### src/hdl/sigk_pkg.sv
// Shared types and constants for the signature kernel PDE solver.
// No dependencies; sigk_front, sigk_queue, sigk_back and the top level import it.
package sigk_pkg;

  // Fixed point one in Q24.40.
  localparam logic [63:0] Q_ONE = 64'h0000_0100_0000_0000;
  localparam logic [63:0] Q_MAX = 64'h7FFF_FFFF_FFFF_FFFF;
  localparam logic [63:0] Q_MIN = 64'h8000_0000_0000_0000;

  // Configuration register indexes.
  localparam logic [7:0] REG_POINTS_FIRST  = 8'd0;
  localparam logic [7:0] REG_POINTS_SECOND = 8'd1;
  localparam logic [7:0] REG_REFINE_FIRST  = 8'd2;
  localparam logic [7:0] REG_REFINE_SECOND = 8'd3;

  // Clamped job settings as used by the front and back ends.
  typedef struct packed {
    logic [12:0] p1;
    logic [12:0] p2;
    logic [3:0]  r1;
    logic [3:0]  r2;
  } setup_t;

  // One classified entry: update terms for one column and its position.
  typedef struct packed {
    logic [63:0] growth;
    logic [63:0] damping;
    logic [11:0] col;
    logic        last_col;
    logic        last_row;
  } qitem_t;

endpackage

### src/hdl/sigk_queue.sv
// Two-entry queue of classified entries between front and back ends.
// Depends on sigk_pkg.
module sigk_queue import sigk_pkg::*; (
  input  logic   clk,
  input  logic   rst,
  input  qitem_t push_item,
  input  logic   push_valid,
  output logic   push_ready,
  output qitem_t pop_item,
  output logic   pop_valid,
  input  logic   pop_ready
);

  qitem_t     slots [2];
  logic       wptr;
  logic       rptr;
  logic [1:0] count;
  logic       do_push;
  logic       do_pop;

  assign push_ready = (count != 2'd2);
  assign pop_valid  = (count != 2'd0);
  assign pop_item   = slots[rptr];
  assign do_push    = push_valid && push_ready;
  assign do_pop     = pop_valid && pop_ready;

  // Pointers and occupancy.
  always_ff @(posedge clk) begin
    if (rst) begin
      wptr  <= 1'b0;
      rptr  <= 1'b0;
      count <= 2'd0;
    end else begin
      if (do_push) begin
        wptr <= ~wptr;
      end
      if (do_pop) begin
        rptr <= ~rptr;
      end
      count <= count + 2'(do_push) - 2'(do_pop);
    end
  end

  // Slot storage.
  always_ff @(posedge clk) begin
    if (do_push) begin
      slots[wptr] <= push_item;
    end
  end

endmodule

### config.mk
export PLATFORM = sky130hd
export DESIGN_NAME = sigk_queue
export DESIGN_NICKNAME = d
export VERILOG_FILES = /design/src/hdl/sigk_pkg.sv /design/src/hdl/sigk_queue.sv
export SDC_FILE = /design/constraint.sdc
export NUM_CORES = 1
export LEC_CHECK = 0
export BUFFER_PORTS_ARGS = -buffer_cell sky130_fd_sc_hd__buf_2
export CORE_MARGIN = 10
export CORE_UTILIZATION = 52
export CTS_CLUSTER_DIAMETER = 150
export DETAILED_ROUTE_END_ITERATION = 10
export PLACE_DENSITY = 0.81
export REMOVE_ABC_BUFFERS = 1
export SLEW_MARGIN = 20
export SYNTH_ARGS = -nofsm -noshare
export SYNTH_HDL_FRONTEND = slang
export SYNTH_SLANG_ARGS = --single-unit
### constraint.sdc
create_clock -name clk -period 8.8 [get_ports clk]
set_input_delay 0.44 -clock clk [delete_from_list [all_inputs] [get_ports clk]]
set_output_delay 0.44 -clock clk [all_outputs]
set_load 0.01 [all_outputs]
# Word-level counts from Yosys, hierarchy flattened
# Memory sizes are Yosys's and may differ from the RTL's. A register that Yosys moved wholly into a read port is not among the register bits.
# Cells that the tools add are included.
[word_totals]
register_bits = 4
latch_bits = 0
ramBits = 284
rom_bits = 0
output_inout_bits = 144
wordCells = 16
memories = 1
[op_classes]
addsub = 2
multipliers = 0
div = 0
n_lt_le_gt_ge = 0
n_eq_ne = 1
n_shift = 0
muxes = 4
n_bitwise = 2
reduce_logical = 3
[mem_list]
columns = ["memory", "depth", "word_bits", "read_ports", "rd_ports_with_merged_regs", "wr", "line_no", "text"]
rows = [
  ["slots", 2, 142, 1, 1, 1, "sigk_queue.sv:14", "qitem_t slots [2];"],
]
[ops]
columns = ["op", "count"]
rows = [
  ["$mux 1", 4],
  ["$add 2x1->2", 1],
  ["$logic_and 1x1->1", 2],
  ["$ne 2x2->1 const B", 1],
  ["$not 1->1", 2],
  ["$reduce_bool 2->1", 1],
  ["$sub 2x1->2", 1],
]

# Logic depth before layout (Yosys ltp)
[depth]
ltp_word = 4
ltp_mapped = 8
depth_no_buf = 8

# Least setup slack after synthesis
# OpenSTA, ideal clock, no wires.
[synth_path]
path_type = "register to register"
startpoint = "register count[0]"
endpoint = "memory slots[0][0] in the netlist's numbering, enable pin"
setup_ns = 0.645
t_arrival_ns = 6.542
t_required_ns = 8.155
path_slack_ns = 1.613
stages_incl_launch_ff = 4
period_less_slack_ns = 7.187
path_cell_list = "dfxtp_1 > nand2b_1 > nand2_1 > nor2_1"
[synth_via]
elab_chain_len = 4
[synth_rtl]
columns = ["item", "line_no", "text"]
rows = [
  ["start: declaration", "sigk_queue.sv:17", "logic [1:0] count;"],
  ["start signal: assignment", "sigk_queue.sv:40", "count <= count + 2'(do_push) - 2'(do_pop);"],
  ["$ne 2x2->1", "sigk_queue.sv:21", "assign push_ready = (count != 2'd2);"],
  ["named net push_ready", "sigk_queue.sv:8", "output logic push_ready,"],
  ["$logic_and 1x1->1", "sigk_queue.sv:24", "assign do_push = push_valid && push_ready;"],
  ["$mux 1", "sigk_queue.sv:46", "if (do_push) begin"],
  ["$mux 1 (not written as such)", "sigk_queue.sv:47", "slots[wptr] <= push_item;"],
  ["end: declaration", "sigk_queue.sv:14", ""],
]
# The timed path passes the listed nets, and every way through them passes these cells.

# Worst setup path in the final report
[layout_path]
startpoint = "register count[0]"
endpoint = "memory slots[0][104] in the netlist's numbering, enable pin"
[layout_via]
elab_chain_len = 4
[layout_rtl]
columns = ["item", "line_no"]
rows = [
  ["$ne 2x2->1", "sigk_queue.sv:21"],
  ["$logic_and 1x1->1", "sigk_queue.sv:24"],
  ["$mux 1", "sigk_queue.sv:46"],
  ["$mux 1 (not written as such)", "sigk_queue.sv:47"],
]
# No other way between the ends.

==> impl_metrics.py <==
metrics = {
    "yosys": {
        "post-synth-top-area-fraction": 0.790,
        "sequential_element_share_of_the_synthesized_area": 0.799,
        "largest_area_contributor_in_the_netlist": "edfxtp_1",
        "postSynthRegisterBits": 289,
        "synth_cell_type_count": 17,
        "synthCells": 466,
        "syn_avg_cell_area_um2": 23.2,
        "ys_top_cells_by_area": "edfxtp_1 79%, mux2_4 11%, mux2_2 6.6%",
        "yosysWarningCount": 0,
        "mappedNetlistArea_mm2": 0.0108,
    },
    "detailed_routing": {
        "num_vias": 5450,
        "drt.antenna.violating_nets": 0,
        "vias_per_cell": 5.11,
        "route.detailed.drc": 0,
        "routed_wl_mm": 22.6,
        "drt_pre_antenna_iters": 4,
        "wl_per_cell_um": 21.2,
        "drt_iter0_drcs": 294,
    },
    "setup_path": {
        "setup.worst_path.start": "count[0]$_SDFF_PP0_",
        "critical_path.startpoint_type": "register",
        "worst_setup_path_end_kind": "register",
        "arrival_time_at_the_worst_endpoint_ns": 3.10,
        "start_to_end_type_of_the_worst_setup_path": "register to register",
        "critical_path_required_ns": 8.94,
        "reg2reg_from": "count[0]$_SDFF_PP0_",
        "ff2ff_setup_slack_ns": 5.84,
        "maximum_fanout_along_the_worst_path": 74,
    },
    "timing": {
        "timing.setup.tns_ns": 0,
        "final-setup-viol-count": 0,
        "timing.final.crit_period_ns": 2.96,
        "max_freq_mhz": 338,
        "final.setup_skew_ns": 0.0145,
        "slew-limit-headroom": 0.258,
        "post-route-period-util": 0.337,
        "report.final.hold_viol_count": 0,
        "setup_repair_after_global_routing_missed_its_margin": "no",
        "final-max-slew-violation-count": 0,
        "timing_worst_slew_pin_value_ns": 1.11,
    },
    "clock_network": {
        "cts.sinks": 289,
        "clock_path_buffers": 3,
        "cts_resized": 0,
        "cts_root_buffer": "clkbuf_16",
        "post_cts_hold_buffer_count": 0,
        "clock_insertion_delay_worst_skew_ns": 0.52,
        "cts_made_buffers": 28,
        "postCtsSetupBuffers": 0,
        "cts.clk_slew.worst_paths_ns": 0.06,
        "tritoncts_clock_tree": "built",
        "clock_tree.htree_level_count": 1,
    },
    "global_routing": {
        "grt_first_pass_wirelength_mm": 32.6,
        "grt_antenna_before_repair": 5,
        "grt_max_degree": 75,
        "grt_pass1_vias": 5923,
        "globalRouteOverflowTotal": 0,
        "grtUsageTotal": 0.154,
    },
    "cells_and_area": {
        "most_common_cell_after_layout_fill_and_taps_aside": "buf_2",
        "most-common-layout-cells": "289 x buf_2, 284 x edfxtp_1, 80 x mux2_4",
        "register_area_mm2": 0.00863,
        "finish.cell_count_without_fillers": 1066,
        "filler_cell_count": 1368,
        "design_area_mm2": 0.0134,
        "layout-area-overhead-vs-synth_pct": 24.3,
        "final_nets": 923,
        "multi_input_logic_area_mm2": 0.00204,
        "post_route_cells_drive_above_1_share": 0.605,
    },
    "min_path": {
        "timing.hold.worst.class": "input port to register",
        "hp-start": "push_item[7]",
    },
    "outcome": {
        "run_status": "completed",
    },
    "placement": {
        "finalWeightedCongestion": 0.768,
        "place_inst": 1014,
        "placed_cell_area_mm2": 0.0125,
        "detailed_placement_wirelength_estimate_mm": 15.7,
        "portBuffers": 289,
    },
    "floorplan": {
        "fp.dieH_um": 164,
        "ioPinCount": 290,
        "core_area_mm2": 0.0204,
        "die-area_mm2": 0.0269,
        "initial_utilization": 0.530,
        "rows": 52,
        "floorplan.die.width_um": 164,
    },
    "run": {
        "maxCapViolations": 0,
    },
    "power": {
        "p_leak_nw": 5.17,
        "power.density_cell_area_mw_per_mm2": 290,
        "p_total_mw": 3.89,
        "ir_drop_v": 0.000255,
    },
}
## cells in the mapped netlist
cell type,instances
and3_1,1
buf_2,6
buf_6,10
dfxtp_1,5
edfxtp_1,284
ha_1,2
inv_1,1
mux2_2,63
mux2_4,80
nand2_1,1
nand2b_1,1
nor2_1,5
nor2b_1,2
o21a_1,1
or2_2,1
xnor2_1,2
xor2_1,1
## worst max-delay path: stages, from the launching register on
cell	delay [ns]
dfxtp_1	0.38
nand2b_1	0.18
nand2_1	0.17
nor2_4	0.12
buf_4	0.69
buf_4	0.87
## path summary, 6_finish.rpt
kind,to,cells after the start
setup reg to reg,slots[0][104]$_DFFE_PP_,5
setup / recovery,slots[0][104]$_DFFE_PP_,5
hold / removal,slots[0][7]$_DFFE_PP_,1
hold reg to reg,rptr$_SDFFE_PP0P_,2
## per-stage QoR
stage | hold slack [ns] | worst slack, ns | utilization
floorplan | 0.481 | 1.61 | -
detailed placement | 0.504 | 5.86 | 0.613
CTS | 0.0837 | 5.85 | 0.657
global route | 0.0839 | 5.73 | 0.659
global placement | 0.502 | 6.05 | 0.613
finish | 0.107 | 5.84 | 0.659
## cell type report
class	instances	share of cell area
sequential	289	0.643
multi-input combinational	160	0.152
timing repair buffer	295	0.113
clock buffer	36	0.0560
tap	270	0.0252
clock inverter	12	0.0103
antenna	3	0.000559
inverter	1	0.000280
## where the power goes
group	total [mW]	internal (mW)	switching [mW]
clock	1.15	0.687	0.463
combinational	0.957	0.459	0.498
sequential	1.79	1.73	0.0525
total	3.89	2.88	1.01
## logic make-up (layout without fill, tap and decap cells)
group	count (synthesis)	in the layout	synth area share
DFF	289	289	0.799
muxes	143	143	0.177
buffers and inverters	17	344	0.0136
and+or+nand+nor	11	11	0.00498
xor gates and xnor gates	3	3	0.00243
adders and majority gates	2	2	0.00232
AOI/OAI and AO/OA	1	1	0.000696
other	0	3	0
## state kept, by name (all words and copies together) (netlist names), named ones only
signal,flops
slots,284
count,2
rptr,1
wptr,1
## routing by layer
metal | global-route usage | vias to the layer above | routed length [um]
met2 | 0.262 | 246 | 11500
li1 | - | 2465 | -
met1 | 0.183 | 2706 | 8420
met3 | 0.0543 | 31 | 2220
met4 | 0.0414 | 2 | 390
met5 | 0 | - | 18
Power figures use the tool's default switching activity.
