<file path="src/hdl/sigk_pkg.sv">
// Shared types and constants for the signature kernel PDE solver.
// No dependencies; sigk_front, sigk_queue, sigk_back and the top level import it.
package sigk_pkg;

  // Fixed point one in Q24.40.
  localparam logic [63:0] Q_ONE = 64'h0000_0100_0000_0000;
  localparam logic [63:0] Q_MAX = 64'h7FFF_FFFF_FFFF_FFFF;
  localparam logic [63:0] Q_MIN = 64'h8000_0000_0000_0000;

  // Configuration register indexes.
  localparam logic [7:0] REG_POINTS_FIRST  = 8'd0;
  localparam logic [7:0] REG_POINTS_SECOND = 8'd1;
  localparam logic [7:0] REG_REFINE_FIRST  = 8'd2;
  localparam logic [7:0] REG_REFINE_SECOND = 8'd3;

  // Clamped job settings as used by the front and back ends.
  typedef struct packed {
    logic [12:0] p1;
    logic [12:0] p2;
    logic [3:0]  r1;
    logic [3:0]  r2;
  } setup_t;

  // One classified entry: update terms for one column and its position.
  typedef struct packed {
    logic [63:0] growth;
    logic [63:0] damping;
    logic [11:0] col;
    logic        last_col;
    logic        last_row;
  } qitem_t;

endpackage

</file>
<file path="src/hdl/sigk_front.sv">
// Front end: accepts Gram entries, tracks row and column position and
// computes the two update terms per entry. Depends on sigk_pkg.
module sigk_front import sigk_pkg::*; #(
  parameter int MAX_POINTS = 256
) (
  input  logic        clk,
  input  logic        rst,
  input  setup_t      setup,
  input  logic        clear_busy,
  input  logic        in_valid,
  output logic        in_ready,
  input  logic [31:0] gram_entry,
  output qitem_t      item,
  output logic        item_valid,
  input  logic        item_ready
);

  localparam int ColW = (MAX_POINTS > 2) ? $clog2(MAX_POINTS) : 1;

  typedef enum logic [2:0] {F_IDLE, F_SQUARE, F_SCALE, F_DIVIDE, F_PUSH} fstate_t;

  fstate_t            state;
  logic [ColW-1:0]    column_count;
  logic [ColW-1:0]    row_count;
  logic [ColW-1:0]    col;
  logic               last_col;
  logic               last_row;
  logic [31:0]        g;
  logic signed [63:0] halfd;
  logic [63:0]        sq;
  logic [55:0]        y;
  logic [55:0]        quot;
  logic [1:0]         rem;
  logic [3:0]         cnt;

  logic [4:0]         s;
  logic [5:0]         sh;
  logic signed [63:0] gx;
  logic [31:0]        mag;
  logic [63:0]        x;
  logic [5:0]         n;
  logic [11:0]        prod;
  logic [3:0]         q;
  logic [5:0]         r_next;
  logic               at_last_col;
  logic               at_last_row;

  // Scaling arithmetic for the current entry.
  always_comb begin
    s      = 5'(setup.r1) + 5'(setup.r2);
    sh     = 6'd8 + {s, 1'b0};
    gx     = {{32{gram_entry[31]}}, gram_entry};
    mag    = g[31] ? 32'(-g) : g;
    x      = sq + (64'd6 << sh);
    n      = {rem, y[55:52]};
    prod   = 12'(n) * 12'd43;
    q      = prod[10:7];
    r_next = n - {1'b0, q, 1'b0} - {2'b00, q};
    at_last_col = (13'(column_count) == setup.p2 - 13'd2);
    at_last_row = (13'(row_count) == setup.p1 - 13'd2);
  end

  assign in_ready   = (state == F_IDLE) && !clear_busy;
  assign item_valid = (state == F_PUSH);

  always_comb begin
    item.growth   = Q_ONE + halfd + {8'd0, quot};
    item.damping  = Q_ONE - {8'd0, quot};
    item.col      = 12'(col);
    item.last_col = last_col;
    item.last_row = last_row;
  end

  // Sequencer: square, scale, divide by three a nibble per cycle, hand off.
  always_ff @(posedge clk) begin
    if (rst) begin
      state        <= F_IDLE;
      column_count <= '0;
      row_count    <= '0;
    end else begin
      case (state)
        F_IDLE: begin
          if (in_valid && in_ready) begin
            g        <= gram_entry;
            col      <= column_count;
            last_col <= at_last_col;
            last_row <= at_last_col && at_last_row;
            halfd    <= (s <= 5'd15) ? (gx <<< (5'd15 - s)) : (gx >>> 1);
            if (at_last_col) begin
              column_count <= '0;
              row_count    <= at_last_row ? '0 : row_count + 1'b1;
            end else begin
              column_count <= column_count + 1'b1;
            end
            state <= F_SQUARE;
          end
        end
        F_SQUARE: begin
          sq    <= 64'(mag) * 64'(mag);
          state <= F_SCALE;
        end
        F_SCALE: begin
          y     <= 56'(x >> (sh + 6'd2));
          rem   <= '0;
          cnt   <= '0;
          state <= F_DIVIDE;
        end
        F_DIVIDE: begin
          quot <= {quot[51:0], q};
          rem  <= r_next[1:0];
          y    <= {y[51:0], 4'd0};
          cnt  <= cnt + 4'd1;
          if (cnt == 4'd13) begin
            state <= F_PUSH;
          end
        end
        F_PUSH: begin
          if (item_ready) begin
            state <= F_IDLE;
          end
        end
        default: state <= F_IDLE;
      endcase
    end
  end

endmodule

</file>
<file path="config.mk">
export PLATFORM = sky130hd
export DESIGN_NAME = sigk_front
export DESIGN_NICKNAME = d
export VERILOG_FILES = /design/src/hdl/sigk_pkg.sv /design/src/hdl/sigk_front.sv
export SDC_FILE = /design/constraint.sdc
export NUM_CORES = 2
export LEC_CHECK = 0
export ABC_CLOCK_PERIOD_IN_PS = 12350
export BUFFER_PORTS_ARGS = -buffer_cell sky130_fd_sc_hd__buf_4
export CORE_MARGIN = 3
export CORE_UTILIZATION = 40
export DETAILED_ROUTE_END_ITERATION = 7
export SLEW_MARGIN = 20
export SYNTH_ARGS = -nofsm -noshare
export SYNTH_HDL_FRONTEND = slang
export SYNTH_SLANG_ARGS = --single-unit
</file>
<file path="constraint.sdc">
create_clock -name clk -period 12.35 [get_ports clk]
set_clock_uncertainty 0.05 [all_clocks]
set_input_delay 1.235 -clock clk [delete_from_list [all_inputs] [get_ports clk]]
set_output_delay 1.235 -clock clk [all_outputs]
set_load 0.02 [all_outputs]
</file>
# Word-level counts from Yosys, hierarchy flattened
# Index checks and enable logic that the tools add are counted.
word_totals:
  ff_bits: 307
  latch_bits: 0
  mem_bits_rw: 0
  romBits: 0
  wordCells: 70
  mem_count: 0
op_classes:
  add_sub_neg: 16
  multipliers: 2
  div_mod_pow: 0
  n_lt_le_gt_ge: 1
  eq_ne: 10
  n_shift: 3
  n_mux: 11
  bitwise_logic: 1
  reduce_logical: 13
ops:
  columns: ["cell", "count"]
  rows:
  - ["$pmux 56 s2", 1]
  - ["$add 41x64->64 const A", 1]
  - ["$add 64x56->64", 1]
  - ["$add 64x64->64", 1]
  - ["$mul 32x32->64", 1]
  - ["$mux 64", 1]
  - ["$shl 3x6->64 const A", 1]
  - ["$shr 64x6->56", 1]
  - ["$sshl 32x5->64", 1]
  - ["$sub 41x56->57 const A", 1]
  - ["$mux 32", 1]
  - ["$neg 32->32", 1]
  - ["$eq 8x13->1", 2]
  - ["$sub 13x2->13 const B", 2]
  - ["$add 8x1->8 const B", 2]
  - ["$mux 8", 2]
  - ["$pmux 3 s5", 1]
  - ["$mul 6x6->11 const B", 1]
  - ["$mux 3", 3]
  - ["$reduce_and 3->1", 3]
  - ["$pmux 4 s2", 1]
  - ["$reduce_and 2->1", 4]
  - ["$add 4x6->6 const A", 1]
  - ["$add 6x2->6 const B", 1]
  - ["other kinds (17)", 22]

# Longest topological paths before layout
logic_depth:
  word_depth: 6
  depth_mapped: 39
  ltp_nobuf: 36

# Worst setup path before layout
# No wires, ideal clock.
synth_timing:
  path_kind: "register to register"
  startpoint: "reg g[9]"
  endpoint: "reg sq[57] (data pin)"
  setup_time_ns: 0.260
  arrival_time_ns: 9.952
  required_ns: 12.040
  slack_ns: 2.089
  stages_incl_launch_ff: 34
  path_cell_list: "edfxtp_1 -> or4_4 -> nor3_4 -> nand3b_2 -> or3_4 -> or4_4 -> or3_4 -> o21a_1 -> xnor2_1 -> clkinv_1 -> clkbuf_1 -> nand2_1 -> fa_1 -> inv_1 -> fa_1 -> fa_1 -> inv_1 -> fa_1 -> inv_1 -> fa_1 -> fa_1 -> fa_1 -> inv_1 -> fa_1 -> inv_1 -> ha_1 -> nand3_1 -> or2_2 -> o41ai_1 -> a21oi_1 -> o21ba_2 -> o21ai_0 -> a21boi_0 -> xnor2_1"
synth_between:
  elab_chain_len: 3
synth_rtl:
  columns: ["item", "line", "text"]
  rows:
  - ["start, declared", "sigk_front.sv:28", "logic [31:0] g;"]
  - ["start signal, assigned", "sigk_front.sv:84", "g <= gram_entry;"]
  - ["$neg 32->32", "sigk_front.sv:53", "mag = g[31] ? 32'(-g) : g;"]
  - ["$mux 32 *", "sigk_front.sv:53", null]
  - ["$mul 32x32->64 *", "sigk_front.sv:99", "sq <= 64'(mag) * 64'(mag);"]
  - ["end signal, assigned", "sigk_front.sv:99", null]
  - ["end, declared", "sigk_front.sv:30", "logic [63:0] sq;"]
# Every way passes the cells marked *; elsewhere a longest branch is shown, timed or not.
# A chain may end at the register's enable or synchronous reset.

# Worst setup path after layout
layout_timing:
  startpoint: "reg g[2]"
  endpoint: "reg sq[60] (data pin)"
# Same word-level chain as after synthesis.

==> run_results.csv <==
group,metric,value,unit
timing,layout_min_cycle_time,11.27,ns
setup_path,crit_top_cell,"fa_1",
clock_tree,htree_levels,2,
routing,dr_total_vias,44400,
synth,ys_async_sr_fraction,0,%
timing,hold_viol_final,0,
finish,syn_to_final_growth,8.86,%
routing,dr_wl_met3,12.2,mm
floorplanning,rows,135,
clock_tree,postCtsSetupBuffers,0,
routing,drc,0,
synth,netlist_top_cells_area,"fa_1, edfxtp_1, ha_1, inv_1, nand2_1",
synth,synth_edf_count,285,
synth,yosysTopAreaCellShare,29.2,%
worst_hold_path,worstHoldPathCells,2,
clock_tree,clock_latency,0.59,ns
finish,fillers,13300,
synth,ys_seq_elements,304,
floorplanning,die-width,377,um
worst_hold_path,hold_path_class,"flop to flop",
global_routing,grt_pass1_wl,272,mm
synth,synthCells,6132,
global_routing,grt_max_degree,76,
synth,yosys.area_share.adder,40.5,%
timing,relSlewSlack,21.8,%
clock_tree,cts_resized,0,
clock_tree,clkTransAtPathRegs,0.06,ns
floorplanning,core,136000,um^2
synth,synthSimpleGateAreaFrac,13.0,%
synth,synth_area,55100,um^2
setup_path,crit_type,"flop to flop",
routing,wire_per_inst,21.8,um
routing,wl,175,mm
routing,routed.top_layer,"met5",
finish,final_util,44.0,%
timing,fmax,0.0888,GHz
routing,via_per_inst,5.54,
floorplanning,dieHeight,377,um
global_routing,track_usage,24.7,%
finish,layout-drive-gt1-share,7.89,%
timing,fin_tns_setup,0,ns
setup_path,cpMaxStageDelayCell,"inv_1",
synth,yosys_warnings,0,
floorplanning,boundaryPins,215,
synth,synthXorXnorAreaFrac,5.15,%
clock_tree,clockBufferDepth,3,
timing,slew_violations,0,
floorplanning,die-area,142000,um^2
setup_path,crit_fanout,20,
timing,worst_pin_slew,1.17,ns
setup_path,cp.required,12.62,ns
synth,ys.flop_type,"edfxtp_1",
setup_path,slowest_delay,0.81,ns
job,drv_cap,0,
floorplanning,start_util,40.5,%
timing,fin_crit_sh,91.2,%
run_status,outcome,"finished, final reports clean",
clock_tree,cts_hold_buf,0,
clock_tree,cts_buffers,39,
synth,synth_compound_area_share,12.6,%
routing,wl_met2,83.0,mm
synth,ys_seq_area_share,16.2,%
global_routing,grt_antenna_before_repair,1,
synth,muxShareOfSynthArea,3.17,%
setup_path,crit_arrival,11.54,ns
clock_tree,cts_tree,"yes",
routing,antenna_left,0,
finish,final_nets,7578,
setup_path,worstSetupStartpointType,"flop",
synth,synth_top_family_by_area,"adder cells",
global_routing,grt-ovfl-total,0,
place,port-buffer-count,210,
routing,drtPass1Iterations,8,
routing,wl_met1,74.0,mm
synth,avgSynthCellArea,8.98,um^2
synth,yosys.area.top_type,"fa_1",
setup_path,end_kind,"flop",
clock_tree,cts-root-buf,"clkbuf_16",
timing,rsz0062_at_grt,"false",
clock_tree,clock_sinks,304,
place,gp_congestion,0.930,
synth,synthDistinctLibCells,85,
timing,setup_viol,0,
routing,drtIter0Drc,3721,
setup_path,ff2ff_path_depth,30,
place,dp_hpwl,139,mm
global_routing,grt_pass1_vias,46100,
[per-layer routing]
metal | vias up | global-route usage (%)
li1 | 20300 | -
met1 | 22200 | 33.0
met2 | 1641 | 41.8
met3 | 292 | 3.04
met4 | 2 | 7.54
met5 | - | 0
[logic make-up (layout without fill, tap and decap cells)]
| group | Yosys count | count (layout) |
|---|---|---|
| mux | 136 | 136 |
| fa+ha+maj | 1302 | 1302 |
| flops | 304 | 304 |
| simple gates | 1617 | 1617 |
| other cells | 2 | 32 |
| xor+xnor | 324 | 324 |
| buf+inv | 1356 | 1430 |
| compound gates | 1091 | 1091 |
[final cells by class]
| cell class | instances | area (um^2) | area share, % |
|---|---|---|---|
| multi-input combinational | 4501 | 41300 | 68.9 |
| inverter | 1065 | 4000 | 6.67 |
| antenna | 1 | 2.50 | 0.00417 |
| timing repair buffer | 294 | 2210 | 3.68 |
| sequential | 304 | 8940 | 14.9 |
| clock inverter | 22 | 166 | 0.278 |
| tap | 1781 | 2230 | 3.72 |
| clock buffer | 49 | 1070 | 1.79 |
[per-stage QoR]
step	instance area, um^2	cells	hold slack (ns)	setup slack [ns]
3_5_place_dp	58700	7945	0.459	1.19
2_1_floorplan	55200	6161	0.353	2.09
3_3_place_gp	58700	7945	0.443	1.35
4_1_cts	59900	8016	0.472	1.20
6_report	59900	8017	0.471	1.08
5_1_grt	59900	8016	0.489	0.530
[layout by cell type, fill, tap and decap left out, types with 16 or more instances in the layout]
cell,netlist,routed
a211oi_1,32,32
a21o_1,133,132
a21oi_1,327,327
a22oi_1,17,17
a31oi_1,37,37
and2_1,23,23
and3_1,27,27
buf_4,14,294
clkbuf_16,0,40
clkinv_1,13,19
conb_1,2,31
dfxtp_1,19,19
edfxtp_1,285,285
fa_1,802,802
ha_1,500,497
inv_1,1052,1052
mux2_2,36,36
mux2i_1,73,73
mux4_2,27,27
nand2_1,589,589
nand2b_1,28,28
nand3_1,87,87
nand4_1,57,57
nor2_1,579,576
nor2b_1,30,30
nor3_1,68,68
nor4_1,32,32
o211ai_1,27,27
o21a_1,25,25
o21ai_0,251,251
o21bai_1,21,21
o31ai_1,36,36
or2_2,16,16
or3_1,20,20
xnor2_1,204,190
xor2_1,120,111
[worst max-delay path, delay by kind of cell, from the launching register on]
family                   cells  cell delay, ns
adder cells (fa/ha/maj)      9            4.52
AO/OA/AOI/OAI                8            2.62
AND/OR/NAND/NOR              7            2.20
buffers and inverters        5            1.04
flip-flops                   1            0.44
XOR/XNOR                     1            0.15
[flip-flops by register name (all words and copies together) (netlist names), 3 cells and up]
signal	count
y	56
cnt	4
g	31
col	8
row_count	8
halfd	63
quot	56
state	3
column_count	8
sq	63
[synth_stat cells, types with 11 or more instances]
cell type / instances
a211oi_1: 32
a21boi_0: 13
a21o_1: 133
a21oi_1: 327
a221oi_1: 14
a22oi_1: 17
a31oi_1: 37
a32oi_1: 11
and2_1: 23
and3_1: 27
buf_1: 21
buf_4: 14
clkbuf_1: 254
clkinv_1: 13
dfxtp_1: 19
edfxtp_1: 285
fa_1: 802
ha_1: 500
inv_1: 1052
mux2_2: 36
mux2i_1: 73
mux4_2: 27
nand2_1: 589
nand2b_1: 28
nand3_1: 87
nand3b_1: 12
nand4_1: 57
nor2_1: 579
nor2b_1: 30
nor3_1: 68
nor4_1: 32
o211ai_1: 27
o21a_1: 25
o21ai_0: 251
o21bai_1: 21
o221ai_1: 11
o22ai_1: 13
o31a_1: 11
o31ai_1: 36
or2_2: 16
or3_1: 20
xnor2_1: 204
xor2_1: 120
[final timing paths]
| check | from | endpoint | slack, ns |
|---|---|---|---|
| max | g[2]$_DFFE_PP_ | sq[60]$_DFFE_PP_ | 1.08 |
| min | row_count[7]$_SDFFE_PP0P_ | row_count[7]$_SDFFE_PP0P_ | 0.47 |
| max reg2reg | g[2]$_DFFE_PP_ | sq[60]$_DFFE_PP_ | 1.08 |
| min reg2reg | row_count[7]$_SDFFE_PP0P_ | row_count[7]$_SDFFE_PP0P_ | 0.47 |
Power is not shown: default switching activity piles up to over one toggle a cycle in this logic, so the estimate is an artifact.
